<file path="config.mk">
export PLATFORM = sky130hd
export DESIGN_NAME = i2c_master_transfer_sequencer
export DESIGN_NICKNAME = d
export VERILOG_FILES = /design/src/rtl/i2cmts_pkg.sv /design/src/rtl/i2c_master_transfer_sequencer.sv
export SDC_FILE = /design/constraint.sdc
export NUM_CORES = 1
export LEC_CHECK = 0
export BUFFER_PORTS_ARGS = -buffer_cell sky130_fd_sc_hd__buf_2
export CAP_MARGIN = 40
export CORE_UTILIZATION = 32
export DETAILED_ROUTE_END_ITERATION = 16
export PLACE_DENSITY = 0.55
export SYNTH_ARGS = -nofsm -noshare
export SYNTH_HDL_FRONTEND = slang
export SYNTH_SLANG_ARGS = --single-unit
</file>
<file path="constraint.sdc">
create_clock -name aclk -period 6.2 [get_ports aclk]
set_input_delay 0.31 -clock aclk [delete_from_list [all_inputs] [get_ports aclk]]
set_output_delay 0.31 -clock aclk [all_outputs]
set_load 0.01 [all_outputs]
</file>
<file path="src/rtl/i2cmts_pkg.sv">
// ----------------------------------------------------------------------------
// I2C master transfer sequencer package
// Shared types, opcodes, status codes, register indexes and helpers.
// ----------------------------------------------------------------------------
package i2cmts_pkg;

    localparam int DEFAULT_BUFFER_DEPTH = 16;
    localparam int POS_W                = 5;
    localparam int IDX9_W               = 9;
    localparam int APB_AW               = 4;
    localparam int APB_DW               = 32;

    localparam logic [1:0] OP_LOAD   = 2'd0;
    localparam logic [1:0] OP_START  = 2'd1;
    localparam logic [1:0] OP_STATUS = 2'd2;
    localparam logic [1:0] OP_READ   = 2'd3;

    localparam logic [1:0] REG_SLAVE_ADDRESS   = 2'd0;
    localparam logic [1:0] REG_TRANSFER_MODE   = 2'd1;
    localparam logic [1:0] REG_TRANSFER_LENGTH = 2'd2;

    localparam logic MODE_WRITE = 1'b0;

    localparam logic [7:0] STAT_START_SENT   = 8'h08;
    localparam logic [7:0] STAT_RESTART_SENT = 8'h10;
    localparam logic [7:0] STAT_SLA_W_ACK    = 8'h18;
    localparam logic [7:0] STAT_SLA_W_NACK   = 8'h20;
    localparam logic [7:0] STAT_DATA_TX_ACK  = 8'h28;
    localparam logic [7:0] STAT_DATA_TX_NACK = 8'h30;
    localparam logic [7:0] STAT_SLA_R_ACK    = 8'h40;
    localparam logic [7:0] STAT_SLA_R_NACK   = 8'h48;
    localparam logic [7:0] STAT_DATA_RX_ACK  = 8'h50;
    localparam logic [7:0] STAT_DATA_RX_NACK = 8'h58;
    localparam logic [7:0] STAT_BUS_ERROR    = 8'hF8;

    localparam logic [POS_W-1:0] POS_MAX = 5'd31;

    typedef enum logic [1:0] {
        ACT_LEAVE = 2'd0,
        ACT_SET   = 2'd1,
        ACT_CLEAR = 2'd2
    } action_t;

    typedef enum logic [2:0] {
        S_IDLE,
        S_SUM,
        S_RD_WAIT,
        S_CHK0,
        S_CHK1,
        S_CHK2,
        S_DONE
    } state_t;

    typedef struct packed {
        logic       send_valid;
        logic [7:0] send_byte;
        action_t    start_action;
        logic       stop_request;
        action_t    ack_action;
        logic       engine_reset;
        logic       read_ok;
        logic       fault;
        logic [7:0] read_data;
    } result_t;

    // Set acknowledge while more than one byte remains to be received.
    function automatic action_t ack_choice(input logic [POS_W-1:0] pos,
                                           input logic [POS_W-1:0] total);
        action_t act;
        act = ACT_CLEAR;
        if (total != '0 && pos < total - 5'd1) begin
            act = ACT_SET;
        end
        return act;
    endfunction

    function automatic logic [POS_W-1:0] pos_advance(input logic [POS_W-1:0] pos);
        logic [POS_W-1:0] nxt;
        nxt = pos;
        if (pos != POS_MAX) begin
            nxt = pos + 5'd1;
        end
        return nxt;
    endfunction

endpackage

</file>
<file path="src/rtl/i2c_master_transfer_sequencer.sv">
// ----------------------------------------------------------------------------
// I2C master transfer sequencer
// Drives an I2C byte engine from its status codes: fills a transfer buffer,
// appends a checksum to writes and checks the first two bytes of reads.
// ----------------------------------------------------------------------------
//
//  channel  | handshake          | payload
//  ---------+--------------------+----------------------------------------------
//  s_       | s_valid / s_ready  | opcode, byte_index, byte_value, bus_status,
//           |                    | received_byte
//  m_       | m_valid / m_ready  | send_valid, send_byte, start_action,
//           |                    | stop_request, ack_action, engine_reset,
//           |                    | read_ok, fault, read_data
//  APB      | psel/penable/pready| slave_address, transfer_mode, transfer_length
//
// One item at a time; s_ready is high only while the sequencer is idle.
// Buffer reads and data sends inside the buffer go through its registered read
// port; those past the buffer do not, and the final read status reads bytes 0
// and 1 back for its check. A write start runs the single buffer read port and
// the byte accumulator over the clamped length, at most min(31, BUFFER_DEPTH - 1).
// The finished result sits in the output register; the next item is taken
// while it waits, and a further result stalls in the done state until m_ready.
// Reset (aresetn low, synchronous) clears control, position, length and
// configuration; the buffer is not cleared and holds junk until written.
//
module i2c_master_transfer_sequencer #(
    parameter int BUFFER_DEPTH = i2cmts_pkg::DEFAULT_BUFFER_DEPTH
) (
    input  logic                          aclk,
    input  logic                          aresetn,

    input  logic                          s_valid,
    output logic                          s_ready,
    input  logic [1:0]                    s_opcode,
    input  logic [3:0]                    s_byte_index,
    input  logic [7:0]                    s_byte_value,
    input  logic [7:0]                    s_bus_status,
    input  logic [7:0]                    s_received_byte,

    output logic                          m_valid,
    input  logic                          m_ready,
    output logic                          m_send_valid,
    output logic [7:0]                    m_send_byte,
    output logic [1:0]                    m_start_action,
    output logic                          m_stop_request,
    output logic [1:0]                    m_ack_action,
    output logic                          m_engine_reset,
    output logic                          m_read_ok,
    output logic                          m_fault,
    output logic [7:0]                    m_read_data,

    input  logic                          psel,
    input  logic                          penable,
    input  logic                          pwrite,
    input  logic [i2cmts_pkg::APB_AW-1:0] paddr,
    input  logic [i2cmts_pkg::APB_DW-1:0] pwdata,
    output logic [i2cmts_pkg::APB_DW-1:0] prdata,
    output logic                          pready
);
    import i2cmts_pkg::*;

    localparam int AW = $clog2(BUFFER_DEPTH);
    localparam logic [IDX9_W-1:0] DEPTH9 = IDX9_W'(BUFFER_DEPTH);
    localparam logic [POS_W-1:0]  LEN_CLAMP = POS_W'(BUFFER_DEPTH - 1);

    // configuration
    logic [6:0]       slave_address_reg;
    logic             transfer_mode_reg;
    logic [POS_W-1:0] transfer_length_reg;

    // sequencer state
    state_t           state_reg, state_next;
    logic [1:0]       op_reg, op_next;
    logic [POS_W-1:0] pos_reg, pos_next;
    logic [POS_W-1:0] bytes_reg, bytes_next;
    logic [POS_W-1:0] len_reg, len_next;
    logic [POS_W-1:0] cnt_reg, cnt_next;
    logic             pend_reg, pend_next;
    logic [7:0]       sum_reg, sum_next;
    logic [7:0]       b0_reg, b0_next;
    result_t          res_reg, res_next;
    result_t          out_reg, out_next;
    logic             m_valid_reg, m_valid_next;

    // buffer port
    logic [7:0]    mem [BUFFER_DEPTH];
    logic          mem_we;
    logic [AW-1:0] mem_waddr;
    logic [7:0]    mem_wdata;
    logic          mem_re;
    logic [AW-1:0] mem_raddr;
    logic [7:0]    rd_q;

    logic             cfg_write;
    logic             accept;
    logic             idx_in_range;
    logic             pos_in_range;
    logic [POS_W-1:0] len_clamped;
    logic [POS_W-1:0] pos_adv;

    // ------------------------------------------------------------------
    // Configuration port
    // ------------------------------------------------------------------
    assign pready    = 1'b1;
    assign cfg_write = psel && penable && pwrite && pready;

    always_ff @(posedge aclk) begin
        if (!aresetn) begin
            slave_address_reg   <= '0;
            transfer_mode_reg   <= 1'b0;
            transfer_length_reg <= '0;
        end else if (cfg_write) begin
            unique case (paddr[3:2])
                REG_SLAVE_ADDRESS:   slave_address_reg   <= pwdata[6:0];
                REG_TRANSFER_MODE:   transfer_mode_reg   <= pwdata[0];
                REG_TRANSFER_LENGTH: transfer_length_reg <= pwdata[4:0];
                default: ;
            endcase
        end
    end

    always_comb begin
        prdata = '0;
        unique case (paddr[3:2])
            REG_SLAVE_ADDRESS:   prdata = APB_DW'(slave_address_reg);
            REG_TRANSFER_MODE:   prdata = APB_DW'(transfer_mode_reg);
            REG_TRANSFER_LENGTH: prdata = APB_DW'(transfer_length_reg);
            default:             prdata = '0;
        endcase
    end

    // ------------------------------------------------------------------
    // Transfer buffer: one write and one registered read port
    // ------------------------------------------------------------------
    always_ff @(posedge aclk) begin
        if (mem_we) begin
            mem[mem_waddr] <= mem_wdata;
        end
        if (mem_re) begin
            rd_q <= mem[mem_raddr];
        end
    end

    // ------------------------------------------------------------------
    // Sequencer
    // ------------------------------------------------------------------
    assign s_ready      = (state_reg == S_IDLE);
    assign accept       = s_valid && s_ready;
    assign idx_in_range = IDX9_W'(s_byte_index) < DEPTH9;
    assign pos_in_range = IDX9_W'(pos_reg) < DEPTH9;
    assign pos_adv      = pos_advance(pos_reg);

    // A write reserves the last buffer slot for its checksum.
    assign len_clamped = (IDX9_W'(transfer_length_reg) >= DEPTH9) ? LEN_CLAMP
                                                                   : transfer_length_reg;

    always_ff @(posedge aclk) begin
        if (!aresetn) begin
            state_reg   <= S_IDLE;
            pos_reg     <= '0;
            bytes_reg   <= '0;
            m_valid_reg <= 1'b0;
        end else begin
            state_reg   <= state_next;
            pos_reg     <= pos_next;
            bytes_reg   <= bytes_next;
            m_valid_reg <= m_valid_next;
        end
    end

    always_ff @(posedge aclk) begin
        op_reg   <= op_next;
        len_reg  <= len_next;
        cnt_reg  <= cnt_next;
        pend_reg <= pend_next;
        sum_reg  <= sum_next;
        b0_reg   <= b0_next;
        res_reg  <= res_next;
        out_reg  <= out_next;
    end

    always_comb begin
        state_next   = state_reg;
        op_next      = op_reg;
        pos_next     = pos_reg;
        bytes_next   = bytes_reg;
        len_next     = len_reg;
        cnt_next     = cnt_reg;
        pend_next    = pend_reg;
        sum_next     = sum_reg;
        b0_next      = b0_reg;
        res_next     = res_reg;
        out_next     = out_reg;
        m_valid_next = m_valid_reg;
        mem_we       = 1'b0;
        mem_waddr    = '0;
        mem_wdata    = '0;
        mem_re       = 1'b0;
        mem_raddr    = '0;

        // drop the output item once taken
        if (m_valid_reg && m_ready) begin
            m_valid_next = 1'b0;
        end

        unique case (state_reg)
            S_IDLE: begin
                if (accept) begin
                    op_next    = s_opcode;
                    res_next   = '0;
                    state_next = S_DONE;
                    unique case (s_opcode)
                        OP_LOAD: begin
                            mem_we    = idx_in_range;
                            mem_waddr = AW'(s_byte_index);
                            mem_wdata = s_byte_value;
                        end
                        OP_START: begin
                            res_next.start_action = ACT_SET;
                            pos_next = '0;
                            if (transfer_mode_reg == MODE_WRITE) begin
                                len_next   = len_clamped;
                                cnt_next   = '0;
                                pend_next  = 1'b0;
                                sum_next   = '0;
                                state_next = S_SUM;
                            end else begin
                                bytes_next = transfer_length_reg;
                            end
                        end
                        OP_READ: begin
                            if (idx_in_range) begin
                                mem_re     = 1'b1;
                                mem_raddr  = AW'(s_byte_index);
                                state_next = S_RD_WAIT;
                            end
                        end
                        default: begin
                            unique case (s_bus_status) inside
                                STAT_START_SENT, STAT_RESTART_SENT: begin
                                    res_next.send_valid = 1'b1;
                                    res_next.send_byte  = {slave_address_reg,
                                                           transfer_mode_reg};
                                end
                                STAT_SLA_W_ACK, STAT_DATA_TX_ACK: begin
                                    res_next.start_action = ACT_CLEAR;
                                    if (pos_reg < bytes_reg) begin
                                        res_next.send_valid = 1'b1;
                                        pos_next = pos_adv;
                                        if (pos_in_range) begin
                                            mem_re     = 1'b1;
                                            mem_raddr  = AW'(pos_reg);
                                            state_next = S_RD_WAIT;
                                        end
                                    end else begin
                                        res_next.stop_request = 1'b1;
                                        pos_next = '0;
                                    end
                                end
                                STAT_SLA_W_NACK, STAT_DATA_TX_NACK: begin
                                    res_next.start_action = ACT_CLEAR;
                                    res_next.stop_request = 1'b1;
                                    pos_next = '0;
                                end
                                STAT_SLA_R_ACK: begin
                                    res_next.start_action = ACT_CLEAR;
                                    res_next.ack_action   = ack_choice(pos_reg, bytes_reg);
                                end
                                STAT_SLA_R_NACK: begin
                                    res_next.start_action = ACT_SET;
                                    res_next.stop_request = 1'b1;
                                end
                                STAT_DATA_RX_ACK: begin
                                    mem_we    = pos_in_range;
                                    mem_waddr = AW'(pos_reg);
                                    mem_wdata = s_received_byte;
                                    pos_next  = pos_adv;
                                    res_next.ack_action = ack_choice(pos_adv, bytes_reg);
                                end
                                STAT_DATA_RX_NACK: begin
                                    mem_we    = pos_in_range;
                                    mem_waddr = AW'(pos_reg);
                                    mem_wdata = s_received_byte;
                                    pos_next  = '0;
                                    res_next.ack_action   = ACT_CLEAR;
                                    res_next.stop_request = 1'b1;
                                    state_next = S_CHK0;
                                end
                                default: begin
                                    // bus error or unknown code: recover the engine
                                    pos_next = '0;
                                    res_next.start_action = ACT_CLEAR;
                                    res_next.stop_request = 1'b1;
                                    res_next.engine_reset = 1'b1;
                                    res_next.fault        = 1'b1;
                                end
                            endcase
                        end
                    endcase
                end
            end

            // Checksum: stream buffer bytes through the accumulator, one a cycle.
            S_SUM: begin
                if (cnt_reg < len_reg) begin
                    mem_re    = 1'b1;
                    mem_raddr = AW'(cnt_reg);
                    cnt_next  = cnt_reg + 5'd1;
                    pend_next = 1'b1;
                end else begin
                    pend_next = 1'b0;
                end
                if (pend_reg) begin
                    sum_next = sum_reg + rd_q;
                end
                if (cnt_reg >= len_reg && !pend_reg) begin
                    mem_we     = 1'b1;
                    mem_waddr  = AW'(len_reg);
                    mem_wdata  = ~sum_reg;
                    bytes_next = len_reg + 5'd1;
                    state_next = S_DONE;
                end
            end

            S_RD_WAIT: begin
                if (op_reg == OP_READ) begin
                    res_next.read_data = rd_q;
                end else begin
                    res_next.send_byte = rd_q;
                end
                state_next = S_DONE;
            end

            // Read check: byte 1 must be the complement of byte 0.
            S_CHK0: begin
                mem_re     = 1'b1;
                mem_raddr  = '0;
                state_next = S_CHK1;
            end

            S_CHK1: begin
                mem_re     = 1'b1;
                mem_raddr  = AW'(1);
                state_next = S_CHK2;
            end

            S_CHK2: begin
                if (rd_q == ~b0_reg) begin
                    res_next.read_ok = 1'b1;
                end else begin
                    res_next.fault = 1'b1;
                end
                state_next = S_DONE;
            end

            S_DONE: begin
                // hold the item until the output register is free
                if (!m_valid_reg || m_ready) begin
                    out_next     = res_reg;
                    m_valid_next = 1'b1;
                    state_next   = S_IDLE;
                end
            end

            default: begin
                state_next = S_IDLE;
            end
        endcase

        // capture byte 0 as it comes out of the read port
        if (state_reg == S_CHK1) begin
            b0_next = rd_q;
        end
    end

    assign m_valid        = m_valid_reg;
    assign m_send_valid   = out_reg.send_valid;
    assign m_send_byte    = out_reg.send_byte;
    assign m_start_action = out_reg.start_action;
    assign m_stop_request = out_reg.stop_request;
    assign m_ack_action   = out_reg.ack_action;
    assign m_engine_reset = out_reg.engine_reset;
    assign m_read_ok      = out_reg.read_ok;
    assign m_fault        = out_reg.fault;
    assign m_read_data    = out_reg.read_data;

endmodule
</file>
[After elaboration in Yosys (flattened, before gate mapping)]
Memory sizes are Yosys's and may differ from the RTL's. A register that Yosys moved wholly into a read port is not among the register bits.
Cells that the tools add are included.
W data, S select, Z words.
Cells by class
  bitwise operators: 4
  muxes and demuxes: 89
  magnitude comparators: 7
  eq/ne operators: 36
  add/subtract/negate cells: 5
  reductions and logical operators: 46
Operator list (number)
  $mux W8: 11
  $pmux W8 S2: 5
  $mux W5: 10
  $mux W4: 9
  $eq A8 B7 Y1 const B: 4
  $pmux W5 S2: 3
  $eq A8 B6 Y1 const B: 3
  $mux W24: 1
  $pmux W4 S2: 3
  $mux W1: 22
  $pmux W7 S3: 1
  $lt A5 B5 Y1: 4
  $mux W3: 6
  $ne A2 B2 Y1 const B: 9
  $pmux W3 S6: 1
  $eq A8 B5 Y1 const B: 2
  $not A8 Y8: 2
  $reduce_or A2 Y1: 8
  $add A5 B1 Y5 const B: 3
  $pmux W5 S3: 1
  $reduce_and A3 Y1: 5
  $reduce_and A5 Y1: 3
  $pmux W1 S2: 6
  $pmux W2 S2: 3
  other kinds (33): 62
Storage, ports and cells
  memories kept: 1
  bits in writable memories: 128
  bits in registers: 106
  output and inout port bits: 60
  logic and storage cells: 219
  bits of input ports: 73
Memory list
  mem: depth 16, width 8, rd ports 1, clocked after Yosys merged registers in 1, wr ports 1, RTL line i2c_master_transfer_sequencer.sv:86  | logic [7:0] mem [BUFFER_DEPTH];

[Longest topological paths before layout]
Gate-level depths: netlist (run 1).
  depth in word-level cells: 9
  mapped depth: 12

[Least setup slack after synthesis (run 1)]
No wires, ideal clock.
  kind: reg2reg
  start: register state_reg[2]
  end: memory mem[11][0] (enable)
  clock period less this slack: 3124 ps
  slack: 3076 ps
  arrival: 2754 ps
  cell stages (with the launch flop): 11
  path buffers: 3
  data required time: 5830 ps
  path through: dfxtp_1 clkbuf_1 nor3_1 nand2_1 inv_1 clkbuf_1 o21ai_1 clkbuf_1 o21ai_0 nand2_1 nor2_1
Between the ends
  word-level cells in the longest chain between the ends: 6
Ends and longest elaborated chain
  from (decl): RTL line i2c_master_transfer_sequencer.sv:72  | state_t state_reg, state_next;
  from (signal assigned): RTL line i2c_master_transfer_sequencer.sv:164  | state_reg <= state_next;
  $logic_not A3 Y1 *: RTL line i2c_master_transfer_sequencer.sv:147  | assign s_ready = (state_reg == S_IDLE);
  via s_ready: RTL line i2c_master_transfer_sequencer.sv:33  | output logic s_ready,
  $logic_and A1 B1 Y1: RTL line i2c_master_transfer_sequencer.sv:148  | assign accept = s_valid && s_ready;
  $mux W1: RTL line i2c_master_transfer_sequencer.sv:208  | if (accept) begin
  $pmux W1 S2: RTL line i2c_master_transfer_sequencer.sv:206  | unique case (state_reg)
  $mux W1: RTL line i2c_master_transfer_sequencer.sv:136  | if (mem_we) begin
  $mux W1 (implied by the code): RTL line i2c_master_transfer_sequencer.sv:137  | mem[mem_waddr] <= mem_wdata;
  to (decl): RTL line i2c_master_transfer_sequencer.sv:86
Mark *: on every way through the listed nets, which the timed path passes. The rest lies on a longest branch.

[Worst setup path after layout (run 1)]
  start: register state_reg[1]
  end: register rd_q[1] (read register of mem) (data pin)
Between the ends
  word-level cells in the longest chain between the ends: 4
Ends and longest elaborated chain
  $logic_not A3 Y1: RTL line i2c_master_transfer_sequencer.sv:147, i2c_master_transfer_sequencer.sv:206
  $logic_and A1 B1 Y1: RTL line i2c_master_transfer_sequencer.sv:148
  $mux W4 / $mux W1 (equally long branches): RTL line i2c_master_transfer_sequencer.sv:208
  $pmux W4 S3 / $pmux W1 S3 (equally long branches): RTL line i2c_master_transfer_sequencer.sv:206
  to (decl): RTL line i2c_master_transfer_sequencer.sv:92  | logic [7:0] rd_q;
Several ways; a longest one is shown, not always the timed one.
A chain may end at the register's enable or synchronous reset.

==> metrics.md, run 1 <==
| Metric | Value |
|---|---|
| Status | finished clean |
| CTS tree | yes |
| Least-Margin Pin Slew | 0.9060 ns |
| Slew Limit Fails | 0 |
| Seq cells post-synth | 242 |
| Critical R2R Capture | rd_q[1] |
| Layout area overhead | 16.04% |
| DRT antenna net count | 0 |
| Syn Area/Cell | 12.71 sq um |
| Layout cells sized above 1 | between 15 and 20% |
| Ys async rst share | 0% |
| Endpoints failing setup | 0 |
| Register Area | around 7000 sq um |
| Largest fanout on the critical path | 32 |
| Clock H-tree levels | 1 |
| Switch Pwr | 1.375 mW |
| Dpl cell area | ~12000 sq um |
| Core Box Area | around 35000 sq um |
| Clk sink count | between 200 and 250 |
| Clock Latency Late Sink | roughly 0.55 ns |
| NumNets Final | 1092 |
| Share of the yosys chip area belonging to registers | between 60% and 70% |
| Mean number of vias per cell | about 4.9 |
| GRT Total Usage | 14.78% |
| Routed WL | ~27000 microns |
| Final period util | 65.73% |
| Clock slew seen by the registers of the worst setup and hold paths | 0.06 ns |
| Cell-internal power | about 3.4 mW |
| Post-detail-place hpwl | 18620 microns |
| CP Launch Type | register |
| Syn. warnings | 0 |
| Die W | 190.2 microns |
| Worst reg2reg setup slack | about 2.1 ns |
| Syn Inst Count | 892 |
| Hold buffers post-CTS | 0 |
| Fmax achieved | ~250 MHz |
| HP Start | s_opcode[0] |
| Pre-Repair DR Iteration Count | 5 |
| First-pass GRT wire length | 40540 microns |
| Final Util | 37.89% |
| Commonest non-fill, non-tap cell in the layout | edfxtp_1 |
| Vias | 7219 |
| Vias in the first global route | approximately 7000 |
| # port buffers | 79 |
| Worst Setup SP | state_reg[1] |
| Slew HR | 38.80% |
| DRC violations left | 0 |
| Total grt overflow | 0 |
| Total negative slack | 0 ns |
| Dominant cells by area after synthesis | edfxtp_1, dfxtp_1, mux2i_1 |
| Routed wire per std cell | 18.30 microns |
| Power density over the cells | 364.5 nW/um^2 |
| Drt initial violations | between 400 and 500 |
| Largest net degree at the start of global routing | between 40 and 50 |
| Area of the multi-input gates | slightly below 4000 sq um |
| Peak supply drop | 0.2170 mV |
| Crit. End Element | register |
| Crit path time final | 4.075 ns |
| Setup CP Type | reg -> reg |
| Gpl congestion | approximately 0.8 |
| Post-synthesis cell area | 11340 sq um |
| Fill cell total of the finished layout | 3293 |
| Row count | 68 |
| Clock power frac | 35.7% |
| Commonest cells after routing, fill and taps aside | edfxtp_1, nand2_1, buf_2, nor2_1, mux2i_1 |
| Top FF cell, synth | edfxtp_1 |
| Die H | 190.2 microns |
| # resized after CTS | 0 |
| Num ports | ~130 |
| Comb pwr share | between 20% and 30% |
| Final Cell Area | 13150 sq um |
| Seq pwr share | between 40% and 50% |
| RSZ-0062 raised after global routing | false |
| Worst Hold Path Cells | 1 |
| Initial Utilization | 32.66% |
| Max-Cap Viols | 0 |
| Final Hold Fails | 0 |
| Worst Hold Class | in -> reg |
| Largest register FFs | 128 |
| Synth cell types | 69 |
| Worst-case clock buffer depth | 3 |
| Crit path to | rd_q[1] |
| Worst r2r src | state_reg[1] |
| Post-CTS setup buffer count | 0 |
| Cell taking the most area after synthesis | edfxtp_1 |
| Total CTS buffers | 27 |
| Setup Skew | 0.01722 ns |
| Initial antenna violation count | 1 |
| Synth top area share | 56.95% |
| Pleak | between 5 and 6 nW |
| WP data arrival | 4.47 ns |
| R2R cell count | 9 |
| Switching portion of total power | between 20 and 30% |
| Root Buffer | clkbuf_16 |
| CP Data Required Time | approximately 6.6 ns |
| Die area | 36180 sq um |
| Post-synth EDFFs | 215 |
-- metal layers --
metal  global-route usage, %  routed length [microns]
met5                       0                        0
met4                   4.862                      709
met3                   2.135                     1372
met2                   23.98                    12430
met1                   20.26                    12240
-- worst max-delay path, stage by stage (launching register included) --
cell and delay (ns):
dfxtp_1 0.47, nor3_1 0.35, nand2_1 0.22, inv_1 0.60
nand2_1 0.19, nor3_1 0.58, a21o_2 0.71, nand2_1 0.12
a32oi_1 0.40, and4_1 0.28
-- power groups by stage --
stage | Combinational (mW) | Sequential, mW | Clock [mW]
finish | 0.968 | 2.11 | 1.71
global route | 1.07 | 2.13 | 1.80
CTS | 0.977 | 2.11 | 1.75
detailed placement | 0.971 | 2.15 | 0
global placement | 0.943 | 2.14 | 0
floorplan | 0.714 | 2.11 | 0
-- per-stage QoR --
step / total power [mW] / hold slack (ns) / std cells / setup WS [ns]
floorplan: 2.822 / 0.4003 / 917 / 3.076
global placement: 3.088 / 0.4038 / 1404 / 2.130
detailed placement: 3.119 / 0.4045 / 1411 / 2.115
CTS: 4.838 / 0.009306 / 1461 / 2.073
global route: 5.001 / 0.02882 / 1461 / 1.814
finish: 4.794 / 0.02713 / 1462 / 2.125
-- Yosys cell counts (2+ instances only) --
cell type	n
nand4b_1	2
a21o_2	3
o21ai_0	21
nor3_4	2
nand2_1	97
dfxtp_1	27
a21boi_0	3
buf_4	27
ha_1	33
a31oi_4	3
mux2i_1	51
clkbuf_1	22
and2_1	13
o31ai_1	4
edfxtp_1	215
a22oi_1	3
nand3_1	19
a21oi_1	27
o21a_1	3
a31oi_1	12
inv_1	26
nand2b_1	11
clkbuf_8	3
and4_1	8
buf_2	4
buf_8	2
nand4_1	3
nor2_1	54
nor2b_1	36
conb_1	2
or2_2	9
nor3b_1	4
nor3_1	15
nor2_2	3
a211oi_1	6
o22ai_1	9
and3_1	3
nand2b_4	2
or3_1	3
xnor2_1	13
nor4_1	2
a21o_1	14
nand3b_1	2
xor2_1	15
a32oi_1	32
-- kinds of logic after synthesis --
| kind of cell | share of synthesized area [%] |
|---|---|
| AOI/OAI and AO/OA | 9.912 |
| xor gates and xnor gates | 2.163 |
| adders and majority gates | 3.819 |
| buffers and inverters | 4.404 |
| DFF | 61.72 |
| muxes | 4.603 |
| other | 0.06625 |
| and+or+nand+nor | 13.31 |
-- worst min-delay path by stage --
stage / end / slack [ns]
detailed placement: m_read_data[0] / 0.40
global placement: m_read_data[2] / 0.40
finish: op_reg[0] / 0.03
CTS: op_reg[1] / 0.009
floorplan: m_ack_action[0] / 0.40
global route: op_reg[1] / 0.03
-- cell type report --
cell class,instances,area share [%]
Sequential cell,242,53.19
Multi-Input combinational cell,588,30.10
Clock buffer,32,5.279
Timing Repair Buffer,100,4.357
Tap cell,455,4.328
Clock inverter,18,1.988
Inverter,26,0.7419
Antenna cell,1,0.01902
(Power assumes the default switching activity.)
==> run 2: changes to the inputs <==
--- a/config.mk
+++ b/config.mk
@@ -9,7 +9,7 @@
 export CAP_MARGIN = 40
 export CORE_UTILIZATION = 32
 export DETAILED_ROUTE_END_ITERATION = 16
-export PLACE_DENSITY = 0.55
+export PLACE_DENSITY = 0.57
 export SYNTH_ARGS = -nofsm -noshare
 export SYNTH_HDL_FRONTEND = slang
 export SYNTH_SLANG_ARGS = --single-unit
==> constraint.sdc (replaced) <==
create_clock -name aclk -period 3.25 [get_ports aclk]
set_input_delay 0.1625 -clock aclk [delete_from_list [all_inputs] [get_ports aclk]]
set_output_delay 0.1625 -clock aclk [all_outputs]
set_load 0.01 [all_outputs]
==> metrics.md, run 2 (synthesis gave the netlist of run 1 again) <==
| Metric | Value |
|---|---|
| Slew Limit Fails | 0 |
| CTS tree | yes |
| Commonest cells after routing, fill and taps aside | edfxtp_1, nand2_1, buf_4, buf_2 |
| Num ports | approximately 130 |
| Worst Hold Class | in -> reg |
| Total grt overflow | 0 |
| Final period util | approximately 95% |
| Area of the multi-input gates | just under 4000 sq um |
| Least-Margin Pin Slew | 0.6776 ns |
| Metal-1 WL | 12330 microns |
| Cell-internal power | 6.577 mW |
| Total negative slack | 0 ns |
| Worst-case clock buffer depth | 3 |
| Layout area overhead | 22.57% |
| Worst reg2reg setup slack | 0.15 ns |
| # port buffers | slightly below 80 |
| Ant diodes | 0 |
| Worst Setup SP | bytes_reg[4] |
| Layout cells sized above 1 | a little under a quarter |
| Worst r2r src | bytes_reg[4] |
| Register Area | 6997 sq um |
| Fmax achieved | approximately 320 MHz |
| Hold slack final | 0.08680 ns |
| Metal3 WL | 1372 microns |
| Seq pwr share | 43.0% |
| Root Buffer | clkbuf_16 |
| Setup Skew | between 0.015 and 0.02 ns |
| Switch Pwr | 2.703 mW |
| Row count | 68 |
| Core Box Area | between 30000 and 40000 sq um |
| Clk sink count | 242 |
| Slew HR | 54.24% |
| Initial antenna violation count | 0 |
| Mean number of vias per cell | just under 5 |
| WHS Endpoint | m_valid |
| Die W | between 150 and 200 microns |
| Peak supply drop | roughly 0.5 mV |
| Clock H-tree levels | 1 |
| Endpoints failing setup | 0 |
| Top routing layer in use | met4 |
| GRT Total Usage | between 15 and 20% |
| HP Start | m_ready |
| Routed WL | 27370 microns |
| Die H | 190.2 microns |
| Pleak | around 5.5 nW |
| NumNets Final | between 1000 and 1500 |
| Routed wire per std cell | 17.60 microns |
| DR WL met2 | about 13000 microns |
| Status | finished clean |
| Clock Latency Late Sink | approximately 0.56 ns |
| DRT antenna net count | 0 |
| Initial Utilization | 32.66% |
| Setup CP Type | reg -> reg |
| Clock power frac | 33.5% |
| Fill cell total of the finished layout | 3306 |
| Pre-Repair DR Iteration Count | 5 |
| Clock slew seen by the registers of the worst setup and hold paths | 0.06 ns |
| Critical R2R Capture | rd_q[1] |
| Vias in the first global route | 7280 |
| Gpl congestion | 0.8285 |
| WP data arrival | 3.40 ns |
| First-pass GRT wire length | 42040 microns |
| Crit path time final | 3.100 ns |
| Crit. End Element | register |
| Vias | 7514 |
| Drt initial violations | 527 |
| Largest net degree at the start of global routing | 28 |
| CP Data Required Time | 3.55 ns |
| Power density over the cells | 667.9 nW/um^2 |
| DRC violations left | 0 |
| Worst Hold Path Cells | 4 |
| Commonest non-fill, non-tap cell in the layout | edfxtp_1 |
| Die area | 36180 sq um |
| Max-Cap Viols | 0 |
| CP Launch Type | register |
| Total CTS buffers | 28 |
| Switching portion of total power | between 20% and 30% |
| Largest register FFs | about 130 |
| Comb pwr share | 23.5% |
| Largest fanout on the critical path | 10 |
| Final Hold Fails | 0 |
| Post-detail-place hpwl | 19600 microns |
| R2R cell count | 14 |
==> run 2: worst max path at each step <==
stage | to | depth (start not counted) | slack (ns)
floorplan | mem[11][0] | 10 | 0.13
global placement | rd_q[2] | 12 | 0.1
detailed placement | rd_q[1] | 12 | 0.11
CTS | rd_q[1] | 12 | 0.06
global route | rd_q[1] | 15 | -0.02
finish | rd_q[1] | 14 | 0.15
==> run 2: cell type report <==
| class | count | share of cell area (%) |
|---|---|---|
| Clock buffer | 29 | 5.070 |
| Tap cell | 455 | 4.097 |
| Sequential cell | 242 | 50.36 |
| Clock inverter | 23 | 1.612 |
| Multi-Input combinational cell | 588 | 28.55 |
| Timing Repair Buffer | 192 | 9.617 |
| Inverter | 26 | 0.7024 |
==> run 2: per-layer routing <==
layer | vias to the layer above | GRT usage (%)
met2 | 201 | 25.70
met1 | 3637 | 20.22
li1 | 3637 | -
met3 | 39 | 2.319
met5 | - | 0
met4 | 0 | 4.369
==> run 2: stage by stage <==
step	worst slack, ns	power [mW]	util [%]	cell area [sq um]	instances
floorplan	0.1260	5.384	-	11430	917
global placement	0.09546	6.144	36.93	12820	1489
detailed placement	0.1118	6.188	36.98	12840	1492
CTS	0.05700	9.333	39.91	13850	1553
global route	-0.02127	9.725	40.03	13890	1555
finish	0.1503	9.280	40.03	13890	1555
==> run 2: power groups by stage <==
stage	combinational (mW)	clock [mW]	sequential (mW)
floorplan	1.36	0	4.02
global placement	2.09	0	4.05
detailed placement	2.13	0	4.06
CTS	2.15	3.19	3.99
global route	2.39	3.31	4.02
finish	2.18	3.11	3.99
==> run 2: repair_timing <==
action                     in CTS  in global routing
buffers inserted                0                  2
gates resized for setup         0                  3
setup endpoints to repair       0                 15
hold endpoints to repair       15                  0
hold buffers                    9                  0
==> run 2: worst max-delay path: stages (launching register included) <==
cell,delay [ns]
dfxtp_1,0.37
inv_1,0.07
ha_1,0.34
nand2_1,0.10
nand4b_1,0.17
a311o_1,0.38
nor3_1,0.19
buf_4,0.17
a21oi_4,0.06
buf_12,0.15
buf_4,0.18
mux2i_1,0.24
a32oi_2,0.12
buf_4,0.17
and4_1,0.14
==> run 3: changes to the inputs <==
--- a/config.mk
+++ b/config.mk
@@ -8,6 +8,7 @@
 export BUFFER_PORTS_ARGS = -buffer_cell sky130_fd_sc_hd__buf_2
 export CAP_MARGIN = 40
 export CORE_UTILIZATION = 32
+export CTS_BUF_LIST = sky130_fd_sc_hd__clkbuf_4 sky130_fd_sc_hd__clkbuf_8 sky130_fd_sc_hd__clkbuf_16
 export DETAILED_ROUTE_END_ITERATION = 16
 export PLACE_DENSITY = 0.57
 export SYNTH_ARGS = -nofsm -noshare
==> metrics.md, run 3 (synthesis gave the netlist of run 1 again) <==
| Metric | Value |
|---|---|
| Largest net degree at the start of global routing | 28 |
| Final Cell Area | 13900 sq um |
| Core Box Area | 34710 sq um |
| Mean number of vias per cell | 4.821 |
| Die W | between 150 and 200 microns |
| Slew Limit Fails | 0 |
| Routed WL | roughly 27000 microns |
| Dpl cell area | around 13000 sq um |
| Drt initial violations | 527 |
| GR peak layer | met2 |
| Layout cells sized above 1 | 23.82% |
| Largest fanout on the critical path | 10 |
| Clock Latency Late Sink | 0.56 ns |
| Setup Skew | 0.01870 ns |
| Top delay family on crit path | buffers and inverters |
| Max-Cap Viols | 0 |
| Met2 usage | 25.70% |
| CP Data Required Time | approximately 3.5 ns |
| Largest register FFs | 128 |
| Status | finished clean |
| Worst-case clock buffer depth | 3 |
| Crit. End Element | register |
| Final Hold Fails | 0 |
| Routed wire per std cell | 17.60 microns |
| Hold slack final | 0.08823 ns |
| WHS Endpoint | m_valid |
| Total grt overflow | 0 |
| # port buffers | a little under 80 |
| CTS tree | yes |
| Worst r2r src | bytes_reg[4] |
| Power density over the cells | 668.2 nW/um^2 |
| Commonest non-fill, non-tap cell in the layout | edfxtp_1 |
| GRT Total Usage | 15.23% |
| Max incr delay on CP | 0.38 ns |
| Commonest cells after routing, fill and taps aside | edfxtp_1, nand2_1, buf_4, buf_2 |
| Worst reg2reg setup slack | 0.15 ns |
| Initial Utilization | 32.66% |
| Peak supply drop | 0.5050 mV |
| Pleak | 5.506 nW |
| HP Start | m_ready |
| Worst Hold Path Cells | 4 |
| DRT antenna net count | 0 |
| Gpl congestion | 0.8285 |
| NumNets Final | 1185 |
| Initial antenna violation count | 0 |
| Worst path buffer plus inverter count | 5 |
| Slowest-stage cell, CP | a311o_1 |
| Clock slew seen by the registers of the worst setup and hold paths | 0.06 ns |
| First-pass GRT wire length | around 42000 microns |
| Dpl cells | ~1500 |
| Critical R2R Capture | rd_q[1] |
| WP data arrival | 3.40 ns |
| M1 GR Usage | 20.22% |
| Sequence of cells on the critical path | inv_1, ha_1, nand2_1, nand4b_1, a311o_1, nor3_1, buf_4, a21oi_4, buf_12, buf_4, mux2i_1, a32oi_2, buf_4, and4_1 |
| Overall power | ~9.3 mW |
| CP Launch Type | register |
| Die H | 190.2 microns |
| Worst Hold Class | in -> reg |
| Least-Margin Pin Slew | 0.6764 ns |
| DRC violations left | 0 |
| Final Non-Filler Cells | between 1500 and 2000 |
| Fmax achieved | 322.4 MHz |
| Total CTS buffers | 28 |
| Ant diodes | 0 |
| Die area | between 30000 and 40000 sq um |
| Clk sink count | around 240 |
| Row count | 68 |
| Post-detail-place hpwl | 19600 microns |
| R2R cell count | 14 |
| Crit path time final | 3.102 ns |
| Setup CP Type | reg -> reg |
| Pre-Repair DR Iteration Count | 4 |
| CP most frequent cell | buf_4 |
| Vias | 7497 |
| Final period util | between 90% and 100% |
| Clock H-tree levels | 1 |
| Num ports | 133 |
| Vias in the first global route | 7280 |
| Slew HR | 54.32% |
| Endpoints failing setup | 0 |
| Layout area overhead | 22.60% |
| Met3 global-route usage | ~2.3% |
| Root Buffer | clkbuf_16 |
-- run 3: where the power goes --
group	internal [mW]	total [mW]	switching, mW
logic	0.912	2.18	1.27
clock network	1.84	3.12	1.28
registers	3.84	3.99	0.154
-- run 3: routing by layer --
layer,part of all wire [%],vias up,wire length [microns]
li1,-,3635,-
met5,0,-,0
met1,45,3633,12340
met2,47,189,12990
met4,2.5,0,672
met3,5.0,40,1364
-- run 3: cell type report --
class / instances / area (sq um)
clock buffer: 29 / 708.2
timing repair buffer: 192 / 1336
multi-input combinational: 588 / 3966
sequential: 242 / 6997
tap: 455 / 569.3
inverter: 26 / 97.59
clock inverter: 23 / 224.0
fill: 3305 / 20820
-- run 3: worst register-to-register path: stages, from the launching register on --
cell and delay [ns]:
dfxtp_1 0.37, inv_1 0.07, ha_1 0.34, nand2_1 0.10, nand4b_1 0.17, a311o_1 0.38, nor3_1 0.19, buf_4 0.17
a21oi_4 0.07, buf_12 0.15, buf_4 0.19, mux2i_1 0.24, a32oi_2 0.12, buf_4 0.17, and4_1 0.14
-- run 3: timing repair --
action,CTS,global route
setup endpoints to repair,0,15
hold endpoints to repair,15,0
hold buffers,9,0
gates resized for setup,0,3
buffers inserted,0,2
-- run 3: worst max-delay path by stage --
stage / depth (start not counted) / startpoint / slack [ns] / end
2_1_floorplan: 10 / state_reg[2] / 0.13 / mem[11][0]
3_3_place_gp: 12 / len_reg[3] / 0.1 / rd_q[2]
3_5_place_dp: 12 / len_reg[3] / 0.11 / rd_q[1]
4_1_cts: 12 / len_reg[3] / 0.06 / rd_q[1]
5_1_grt: 15 / bytes_reg[2] / -0.02 / rd_q[1]
6_report: 14 / bytes_reg[4] / 0.15 / rd_q[1]
-- run 3: metrics by stage --
stage	setup TNS [ns]	util, %	setup slack, ns
after floorplan	0	-	0.1260
after global placement	0	36.93	0.09546
after detailed placement	0	36.98	0.1118
after CTS	0	39.92	0.05700
after global routing	-0.02127	40.04	-0.02127
final	0	40.04	0.1482
